`src/hdl/assert_macros.svh`:
```
// Assertion macros shared by the clustering block's modules.
// No dependencies; included by the files that carry assertions.
`ifndef ASSERT_MACROS_SVH
`define ASSERT_MACROS_SVH

// Same-cycle implication, disabled while reset is held.
`define MSKC_ASSERT_IMP(name, clk, rst_n, ante, cons, msg) \
  name: assert property (@(posedge clk) disable iff (!rst_n) (ante) |-> (cons)) \
    else $error(msg);

// Next-cycle implication, disabled while reset is held.
`define MSKC_ASSERT_NEXT(name, clk, rst_n, ante, cons, msg) \
  name: assert property (@(posedge clk) disable iff (!rst_n) (ante) |=> (cons)) \
    else $error(msg);

`endif

```
`src/hdl/mskc_pkg.sv`:
```
// Shared constants, codes and controller/datapath types of the clustering block.
// No dependencies.
package mskc_pkg;

  localparam int MAX_VERTICES = 1024;
  localparam int MAX_EDGES    = 65536;
  localparam int WEIGHT_BITS  = 24;

  localparam int VERT_W  = $clog2(MAX_VERTICES);
  localparam int EDGE_AW = $clog2(MAX_EDGES);
  localparam int CNT_W   = EDGE_AW + 1;
  localparam int CFG_W   = 11;
  localparam int ROOTS_W = CFG_W;
  localparam int RANK_W  = $clog2(VERT_W + 1);
  localparam int ENTRY_W = WEIGHT_BITS + 2 * VERT_W;
  localparam int PADDR_W = 3;

  localparam logic REG_VERTEX_COUNT   = 1'b0;
  localparam logic REG_CLUSTER_TARGET = 1'b1;

  localparam logic [1:0] ST_OK        = 2'd0;
  localparam logic [1:0] ST_EXHAUSTED = 2'd1;
  localparam logic [1:0] ST_OVERFLOW  = 2'd2;
  localparam logic [1:0] ST_RANGE     = 2'd3;

  typedef enum logic [4:0] {
    OP_NONE,
    OP_STORE,
    OP_RESULT,
    OP_INIT_START,
    OP_INIT_WR,
    OP_BUILD_START,
    OP_BUILD_NEXT,
    OP_LOAD_ROOTVAL,
    OP_SIFT_C,
    OP_SIFT_C1,
    OP_SIFT_CMP2,
    OP_SIFT_STEP,
    OP_SIFT_END,
    OP_SORT_START,
    OP_SORT_RD0,
    OP_SORT_RDE,
    OP_SORT_SWAP,
    OP_SORT_NEXT,
    OP_KR_START,
    OP_KR_RD,
    OP_KR_LD,
    OP_FIND_RD,
    OP_FIND_STEP,
    OP_FIND_A,
    OP_FIND_B,
    OP_JOIN_RA,
    OP_JOIN_RB,
    OP_JOIN_WR,
    OP_NEXT
  } op_t;

  typedef struct packed {
    op_t        op;
    logic [1:0] res_status;
  } cmd_t;

  typedef struct packed {
    logic [1:0] err_code;
    logic       cnt_lt2;
    logic       c_ge_lim;
    logic       c1_lt_lim;
    logic       root_ge;
    logic       i_zero;
    logic       init_done;
    logic       kr_exh;
    logic       roots_eq;
    logic       par_is_x;
    logic       roots_diff;
    logic       out_busy;
  } stat_t;

endpackage

```
`src/hdl/mskc_controller.sv`:
```
// Controller state machine: edge loading, heapsort, union-find merging and scan.
// Depends on mskc_pkg and assert_macros.svh; commands mskc_datapath.
`include "assert_macros.svh"
module mskc_controller (
  input  logic            clk,
  input  logic            rst_n,
  input  logic            in_valid,
  input  logic            in_last,
  output logic            in_ready,
  input  mskc_pkg::stat_t stat,
  output mskc_pkg::cmd_t  cmd
);
  import mskc_pkg::*;

  typedef enum logic [4:0] {
    S_IDLE, S_CHECK, S_INIT, S_BUILD_CHK, S_LOADR, S_SIFT_C, S_SIFT_C1, S_SIFT_CMP2,
    S_SIFT_CMP, S_SIFT_END, S_SORT_CHK, S_SORT_RDE, S_SORT_SWAP, S_SORT_DEC, S_KR_CHK,
    S_KR_LD, S_FIND_RD, S_FIND_CHK, S_K_DEC, S_JOIN_RB, S_JOIN_WR, S_RES
  } state_t;

  state_t     state_r, state_nxt;
  logic       sorting_r, sorting_nxt;
  logic       scan_r, scan_nxt;
  logic       fb_r, fb_nxt;
  logic [1:0] res_r, res_nxt;

  assign in_ready = (state_r == S_IDLE);

  always_comb begin
    state_nxt      = state_r;
    sorting_nxt    = sorting_r;
    scan_nxt       = scan_r;
    fb_nxt         = fb_r;
    res_nxt        = res_r;
    cmd.op         = OP_NONE;
    cmd.res_status = res_r;
    unique case (state_r)
      S_IDLE: begin
        if (in_valid) begin
          cmd.op = OP_STORE;
          if (in_last) begin
            state_nxt = S_CHECK;
          end
        end
      end
      S_CHECK: begin
        if (stat.err_code != ST_OK) begin
          res_nxt   = stat.err_code;
          state_nxt = S_RES;
        end else begin
          cmd.op    = OP_INIT_START;
          state_nxt = S_INIT;
        end
      end
      S_INIT: begin
        if (stat.init_done) begin
          cmd.op      = OP_BUILD_START;
          sorting_nxt = 1'b0;
          state_nxt   = S_BUILD_CHK;
        end else begin
          cmd.op = OP_INIT_WR;
        end
      end
      S_BUILD_CHK: begin
        if (!stat.i_zero) begin
          cmd.op    = OP_BUILD_NEXT;
          state_nxt = S_LOADR;
        end else if (stat.cnt_lt2) begin
          cmd.op    = OP_KR_START;
          scan_nxt  = 1'b0;
          state_nxt = S_KR_CHK;
        end else begin
          cmd.op      = OP_SORT_START;
          sorting_nxt = 1'b1;
          state_nxt   = S_SORT_CHK;
        end
      end
      S_LOADR: begin
        cmd.op    = OP_LOAD_ROOTVAL;
        state_nxt = S_SIFT_C;
      end
      S_SIFT_C: begin
        if (stat.c_ge_lim) begin
          state_nxt = S_SIFT_END;
        end else begin
          cmd.op    = OP_SIFT_C;
          state_nxt = S_SIFT_C1;
        end
      end
      S_SIFT_C1: begin
        cmd.op    = OP_SIFT_C1;
        state_nxt = stat.c1_lt_lim ? S_SIFT_CMP2 : S_SIFT_CMP;
      end
      S_SIFT_CMP2: begin
        cmd.op    = OP_SIFT_CMP2;
        state_nxt = S_SIFT_CMP;
      end
      S_SIFT_CMP: begin
        if (stat.root_ge) begin
          state_nxt = S_SIFT_END;
        end else begin
          cmd.op    = OP_SIFT_STEP;
          state_nxt = S_SIFT_C;
        end
      end
      S_SIFT_END: begin
        cmd.op    = OP_SIFT_END;
        state_nxt = sorting_r ? S_SORT_DEC : S_BUILD_CHK;
      end
      S_SORT_CHK: begin
        if (stat.i_zero) begin
          cmd.op    = OP_KR_START;
          scan_nxt  = 1'b0;
          state_nxt = S_KR_CHK;
        end else begin
          cmd.op    = OP_SORT_RD0;
          state_nxt = S_SORT_RDE;
        end
      end
      S_SORT_RDE: begin
        cmd.op    = OP_SORT_RDE;
        state_nxt = S_SORT_SWAP;
      end
      S_SORT_SWAP: begin
        cmd.op    = OP_SORT_SWAP;
        state_nxt = S_SIFT_C;
      end
      S_SORT_DEC: begin
        cmd.op    = OP_SORT_NEXT;
        state_nxt = S_SORT_CHK;
      end
      S_KR_CHK: begin
        if (!scan_r && stat.roots_eq) begin
          scan_nxt = 1'b1;
        end else if (stat.kr_exh) begin
          res_nxt   = ST_EXHAUSTED;
          state_nxt = S_RES;
        end else begin
          cmd.op    = OP_KR_RD;
          state_nxt = S_KR_LD;
        end
      end
      S_KR_LD: begin
        cmd.op    = OP_KR_LD;
        fb_nxt    = 1'b0;
        state_nxt = S_FIND_RD;
      end
      S_FIND_RD: begin
        cmd.op    = OP_FIND_RD;
        state_nxt = S_FIND_CHK;
      end
      S_FIND_CHK: begin
        if (!stat.par_is_x) begin
          cmd.op = OP_FIND_STEP;
        end else if (!fb_r) begin
          cmd.op    = OP_FIND_A;
          fb_nxt    = 1'b1;
          state_nxt = S_FIND_RD;
        end else begin
          cmd.op    = OP_FIND_B;
          state_nxt = S_K_DEC;
        end
      end
      S_K_DEC: begin
        if (!stat.roots_diff) begin
          cmd.op    = OP_NEXT;
          state_nxt = S_KR_CHK;
        end else if (scan_r) begin
          res_nxt   = ST_OK;
          state_nxt = S_RES;
        end else begin
          cmd.op    = OP_JOIN_RA;
          state_nxt = S_JOIN_RB;
        end
      end
      S_JOIN_RB: begin
        cmd.op    = OP_JOIN_RB;
        state_nxt = S_JOIN_WR;
      end
      S_JOIN_WR: begin
        cmd.op    = OP_JOIN_WR;
        state_nxt = S_KR_CHK;
      end
      S_RES: begin
        if (!stat.out_busy) begin
          cmd.op    = OP_RESULT;
          state_nxt = S_IDLE;
        end
      end
      default: begin
        state_nxt = S_IDLE;
      end
    endcase
  end

  always_ff @(posedge clk) begin
    if (!rst_n) begin
      state_r   <= S_IDLE;
      sorting_r <= 1'b0;
      scan_r    <= 1'b0;
      fb_r      <= 1'b0;
      res_r     <= ST_OK;
    end else begin
      state_r   <= state_nxt;
      sorting_r <= sorting_nxt;
      scan_r    <= scan_nxt;
      fb_r      <= fb_nxt;
      res_r     <= res_nxt;
    end
  end

  `MSKC_ASSERT_IMP(a_store_idle, clk, rst_n, cmd.op == OP_STORE, state_r == S_IDLE, "edge stored outside idle")
  `MSKC_ASSERT_NEXT(a_result_idle, clk, rst_n, cmd.op == OP_RESULT, state_r == S_IDLE, "no return to idle after result")
  `MSKC_ASSERT_IMP(a_join_merge, clk, rst_n, cmd.op == OP_JOIN_RA, !scan_r, "merge issued during scan")

endmodule

```
`config.mk`:
```
export PLATFORM = sky130hd
export DESIGN_NAME = mskc_controller
export DESIGN_NICKNAME = d
export VERILOG_FILES = /design/src/hdl/mskc_pkg.sv /design/src/hdl/mskc_controller.sv
export VERILOG_INCLUDE_DIRS = /design/src /design/src/hdl
export SDC_FILE = /design/constraint.sdc
export NUM_CORES = 1
export LEC_CHECK = 0
export ABC_AREA = 1
export BUFFER_PORTS_ARGS = -buffer_cell sky130_fd_sc_hd__buf_2
export CAP_MARGIN = 20
export CORE_ASPECT_RATIO = 0.9
export CORE_UTILIZATION = 30
export CTS_BUF_LIST = sky130_fd_sc_hd__clkbuf_4
export DETAILED_ROUTE_END_ITERATION = 12
export PLACE_DENSITY_LB_ADDON = 0.15
export SYNTH_ARGS = -nofsm -noshare
export SYNTH_HDL_FRONTEND = slang
export SYNTH_SLANG_ARGS = --single-unit
```
`constraint.sdc`:
```
create_clock -name clk -period 1.29 [get_ports clk]
set_input_delay 0.0645 -clock clk [delete_from_list [all_inputs] [get_ports clk]]
set_output_delay 0.0645 -clock clk [all_outputs]
set_load 0.01 [all_outputs]
```
# [Word level (Yosys, flattened, before mapping)]
# Index checks and enable logic that the tools add are counted.
[totals] register_bits=10 output_inout_bits=8 elab_cells=107
[op_classes] eq_ne=36 n_mux=52 reduce_logical=14
[op_table] cell="$pmux 5 s22" count=1
[op_table] cell="$pmux 5 s21" count=1
[op_table] cell="$mux 5" count=16
[op_table] cell="$eq 5x4->1 const B" count=8
[op_table] cell="$mux 4" count=9
[op_table] cell="$eq 5x5->1 const B" count=6
[op_table] cell="$ne 2x2->1 const B" count=15
[op_table] cell="$eq 5x3->1 const B" count=4
[op_table] cell="$mux 2" count=8
[op_table] cell="$reduce_and 6->1" count=2
[op_table] cell="$eq 5x2->1 const B" count=2
[op_table] cell="$mux 1" count=10
[op_table] cell="$mux 3" count=3
[op_table] cell="$pmux 2 s3" count=1
[op_table] cell="$reduce_bool 2->1" count=3
[op_table] cell="$reduce_bool 3->1" count=2
[op_table] cell="$eq 5x1->1 const B" count=1
[op_table] cell="$logic_not 5->1" count=1
[op_table] cell="$reduce_and 5->1" count=1
[op_table] cell="$pmux 1 s2" count=2
[op_table] cell="$reduce_and 4->1" count=1
[op_table] cell="$pmux 1 s3" count=1
[op_table] cell="$reduce_and 2->1" count=1
[op_table] cell="$reduce_or 2->1" count=1
[op_table] cell="other kinds (2)" count=2

# [Longest topological paths before layout]
[logic_depth] word_depth=4 depth_mapped=10 depth_no_buf=10

# [Worst setup path before layout]
# OpenSTA, ideal clock, no wires.
[synth_timing] kind="reg2reg" start="reg state_r[0]" end="reg state_r[1]" arrival_ps=1316 t_required_ps=1173 setup_slack_ps=-143 path_stages_with_launch=9 path_buffers=0 synth_period_minus_slack_ps=1433 path_cell_list="dfxtp_1 nor2_1 nand2_1 nor2_2 nand2_1 nand2_2 nor2_4 a21oi_1 nor2_1"
[synth_between] elab_chain_cells=3 elab_cells_between_ends=31 classes_between="eq/ne: 27; mux: 1; reduce/logical: 3"
[synth_rtl] element="start, declared" line="mskc_controller.sv:21" source="state_t state_r, state_nxt;"
[synth_rtl] element="start signal, assigned" line="mskc_controller.sv:204" source="state_r <= state_nxt;"
[synth_rtl] element="$logic_not 5->1 (*)"
[synth_rtl] element="net in_ready" line="mskc_controller.sv:9" source="output logic in_ready,"
[synth_rtl] element="$ne 2x2->1 (no source line)"
[synth_rtl] element="$reduce_and 6->1 (no source line)"
# Mark *: on every way through the listed nets, which the timed path passes. The rest lies on a longest branch.
# A chain may end at the register's enable or synchronous reset.

==> key figures <==
Outcome
  – Outcome: finished, violations left
  – Failing checks: setup timing

Global routing
  – First-pass GRT wire length: 8.473 mm
  – All-Layer GR Usage: 28.58%
  – Largest net degree at the start of global routing: 10
  – Vias in the first global route: 1761
  – Initial antenna violation count: 0
  – Gr ovfl total: 0

STA
  – Slew HR: 78.61%
  – Setup violators final: 16
  – Worst Skew: 6.486 ps
  – Slew Limit Fails: 0
  – FMAX: 0.5537 GHz
  – Slew @ Worst Pin: 318.8 ps
  – RSZ-0062 raised after global routing: yes
  – Final hold vios: 0
  – Setup ws final: -516.2 ps
  – Final min period: 1806 ps
  – WHS: 22.04 ps
  – Final period utilization: 140.0%

Power
  – Clk pwr share: 9.0%
  – Sw power: 1.343 mW
  – Pint: 1.449 mW
  – Leakage power: 1.227 nW
  – Sequential power share: 17.6%
  – Combinational share of power: 73.4%
  – Switching fraction of total power: 48.09%
  – VDD IR-drop max: 504.8 uV
  – Final total power: 2.792 mW
  – Pwr per Cell Area: 1227 mW/mm^2

Synth
  – Synthesis warning total: 0
  – Seq cells post-synth: 10
  – Post-Syn Instances: 220
  – Synth Area in Compound Gates: 12.50%
  – Post-synthesis mux area share: 0%
  – Post-Synth XOR/XNOR Area: 0%
  – Yosys top cell area share: 19.23%
  – Sequential cell area fraction in the yosys report: 17.09%
  – Synth Cell Area: 0.001171 sq mm
  – Post-synth net total: 237
  – Synth Area in Simple Gates: 59.83%
  – Adder-Cell Fraction of Synth Area: 0%
  – Largest family of logic cells by synthesized area: simple AND/OR/NAND/NOR gates
  – Yosys top cell by area: nand2_1
  – Yosys cell types: 21
  – Syn Area/Cell: 5.323 sq um
  – Main area contributors after synthesis: nand2_1, dfxtp_1, nand3_1, nor2_1, inv_1

Detailed routing
  – Vias after detailed routing: 1933
  – Post-route ant nets: 0
  – Initial DRC count: 129
  – Remaining DRCs: 0
  – Drt via density: 5.415
  – Routed WL: 5.874 mm
  – DR pass1 iterations: 6
  – DR WL/cell: 16.45 um

Finish
  – Area Growth Syn to Fin: 94.34%
  – Nets: 329
  – Layout cells sized above 1: 55.31%
  – Inserted Diodes: 0
  – Filler Cell Count: 347
  – Final core utilization: 61.00%
  – Commonest non-fill, non-tap cell in the layout: buf_4
  – Most frequent cells in the layout: buf_4, nand2_1, nand3_1
  – Final instance area: 0.002276 sq mm

Die
  – Die W: 67.86 um
  – Core area: 0.003731 sq mm
  – Starting Density: 31.39%
  – Die Area: 0.004158 sq mm
  – Die height: 61.28 um
  – I/O pins: 25
  – FP Rows: 21

Worst setup path
  – Critical path peak fanout: 5
  – CP Launch Type: register
  – RR Startpoint: state_r[0]
  – Required @ worst endpoint: 1230 ps
  – Crit path DAT: 1740 ps
  – Crit path kind: reg2out
  – CP Capture Type: output port
  – Crit path from: state_r[0]

CTS
  – CTS tree: done
  – Clk buf depth: 2
  – Total CTS buffers: 3
  – Clk slew on worst S/H paths: 80 ps
  – Sink Count: 10
  – H-tree Lvls: 1
  – Root buf cell: clkbuf_4
  – CTS hold repair buffers: 0
  – Clk_lat worst skew: 290 ps

Placement
  – Final GP Congestion: 0.9650
  – DP Worst Slack: -222.8 ps
  – Placed instance area: 0.001695 sq mm
  – HPWL Detailed: 3.649 mm
  – IO Port Bufs: 24

Worst hold path
  – HP Start: rst_n
  – Worst Hold Class: in2reg

Run
  – MaxCap Viol Count: 0
[layer usage]
metal	routed length (um)	GRT usage, %
met4	220	12.20
met1	2319	36.69
met2	2859	45.83
met5	0	0
met3	474	6.852
[cell usage after synthesis]
master	n
a21oi_1	15
a31oi_1	1
buf_4	1
clkinv_1	1
dfxtp_1	10
inv_1	27
inv_2	3
nand2_1	60
nand2_2	2
nand3_1	34
nand3_2	1
nand3b_1	2
nand4_1	8
nor2_1	30
nor2_2	3
nor2_4	5
nor3_1	6
o2111a_1	1
o21ai_0	8
o21ai_1	1
o21ai_2	1
[through the flow]
step,setup TNS [ps],std cells
after floorplan,-31.65,220
after global routing,-6043,357
after detailed placement,-2393,328
final,-5332,357
after global placement,-2342,328
after CTS,-3821,354
[logic make-up (layout without fill, tap and decap cells)]
logic type             count (synthesis)  count (layout)
AO/OA/AOI/OAI                         27              27
buffers and inverters                 32             122
flip-flops                            10              10
AND/OR/NAND/NOR                      151             152
[worst max-delay path, stage by stage (launching register included)]
cell	delay, ps
dfxtp_4	390
inv_4	90
nor2_4	40
buf_6	120
nand3_2	90
buf_4	150
nand4_1	140
nor2_2	200
nand4_1	90
buf_2	150
[worst paths after layout]
path	end	slack, ps	cells past startpoint
setup / recovery	cmd[6]	-520	9
hold / removal	res_r[0]	20	3
setup reg to reg	state_r[1]	-380	10
hold reg to reg	res_r[1]	490	2
[state kept, by name, summed over array words and instances, names as in the netlist]
| signal | flops |
|---|---|
| fb_r | 1 |
| res_r | 2 |
| scan_r | 1 |
| sorting_r | 1 |
| state_r | 5 |
[power groups by stage]
stage / logic (mW) / registers (mW) / clock network, mW
floorplan: 0.828 / 0.457 / 0
global placement: 1.47 / 0.450 / 0
detailed placement: 1.45 / 0.453 / 0
CTS: 1.90 / 0.469 / 0.244
global route: 2.21 / 0.500 / 0.261
finish: 2.05 / 0.491 / 0.251
[cell type report]
type,instances,area [sq um],area share (%)
Clock inverter,1,3.754,0.1649
Sequential cell,10,219.0,9.621
Inverter,31,123.9,5.443
Tap cell,46,57.56,2.529
Clock buffer,3,22.52,0.9896
Timing Repair Buffer,87,695.7,30.57
Multi-Input combinational cell,179,1154,50.69
[repair_timing]
item                                    CTS  global route
cloned                                    1             0
setup buffers                            22             4
endpoints found under the setup margin   15            16
resized for setup                        69            32
pin swaps                                26            19
Power figures use the tool's default switching activity.
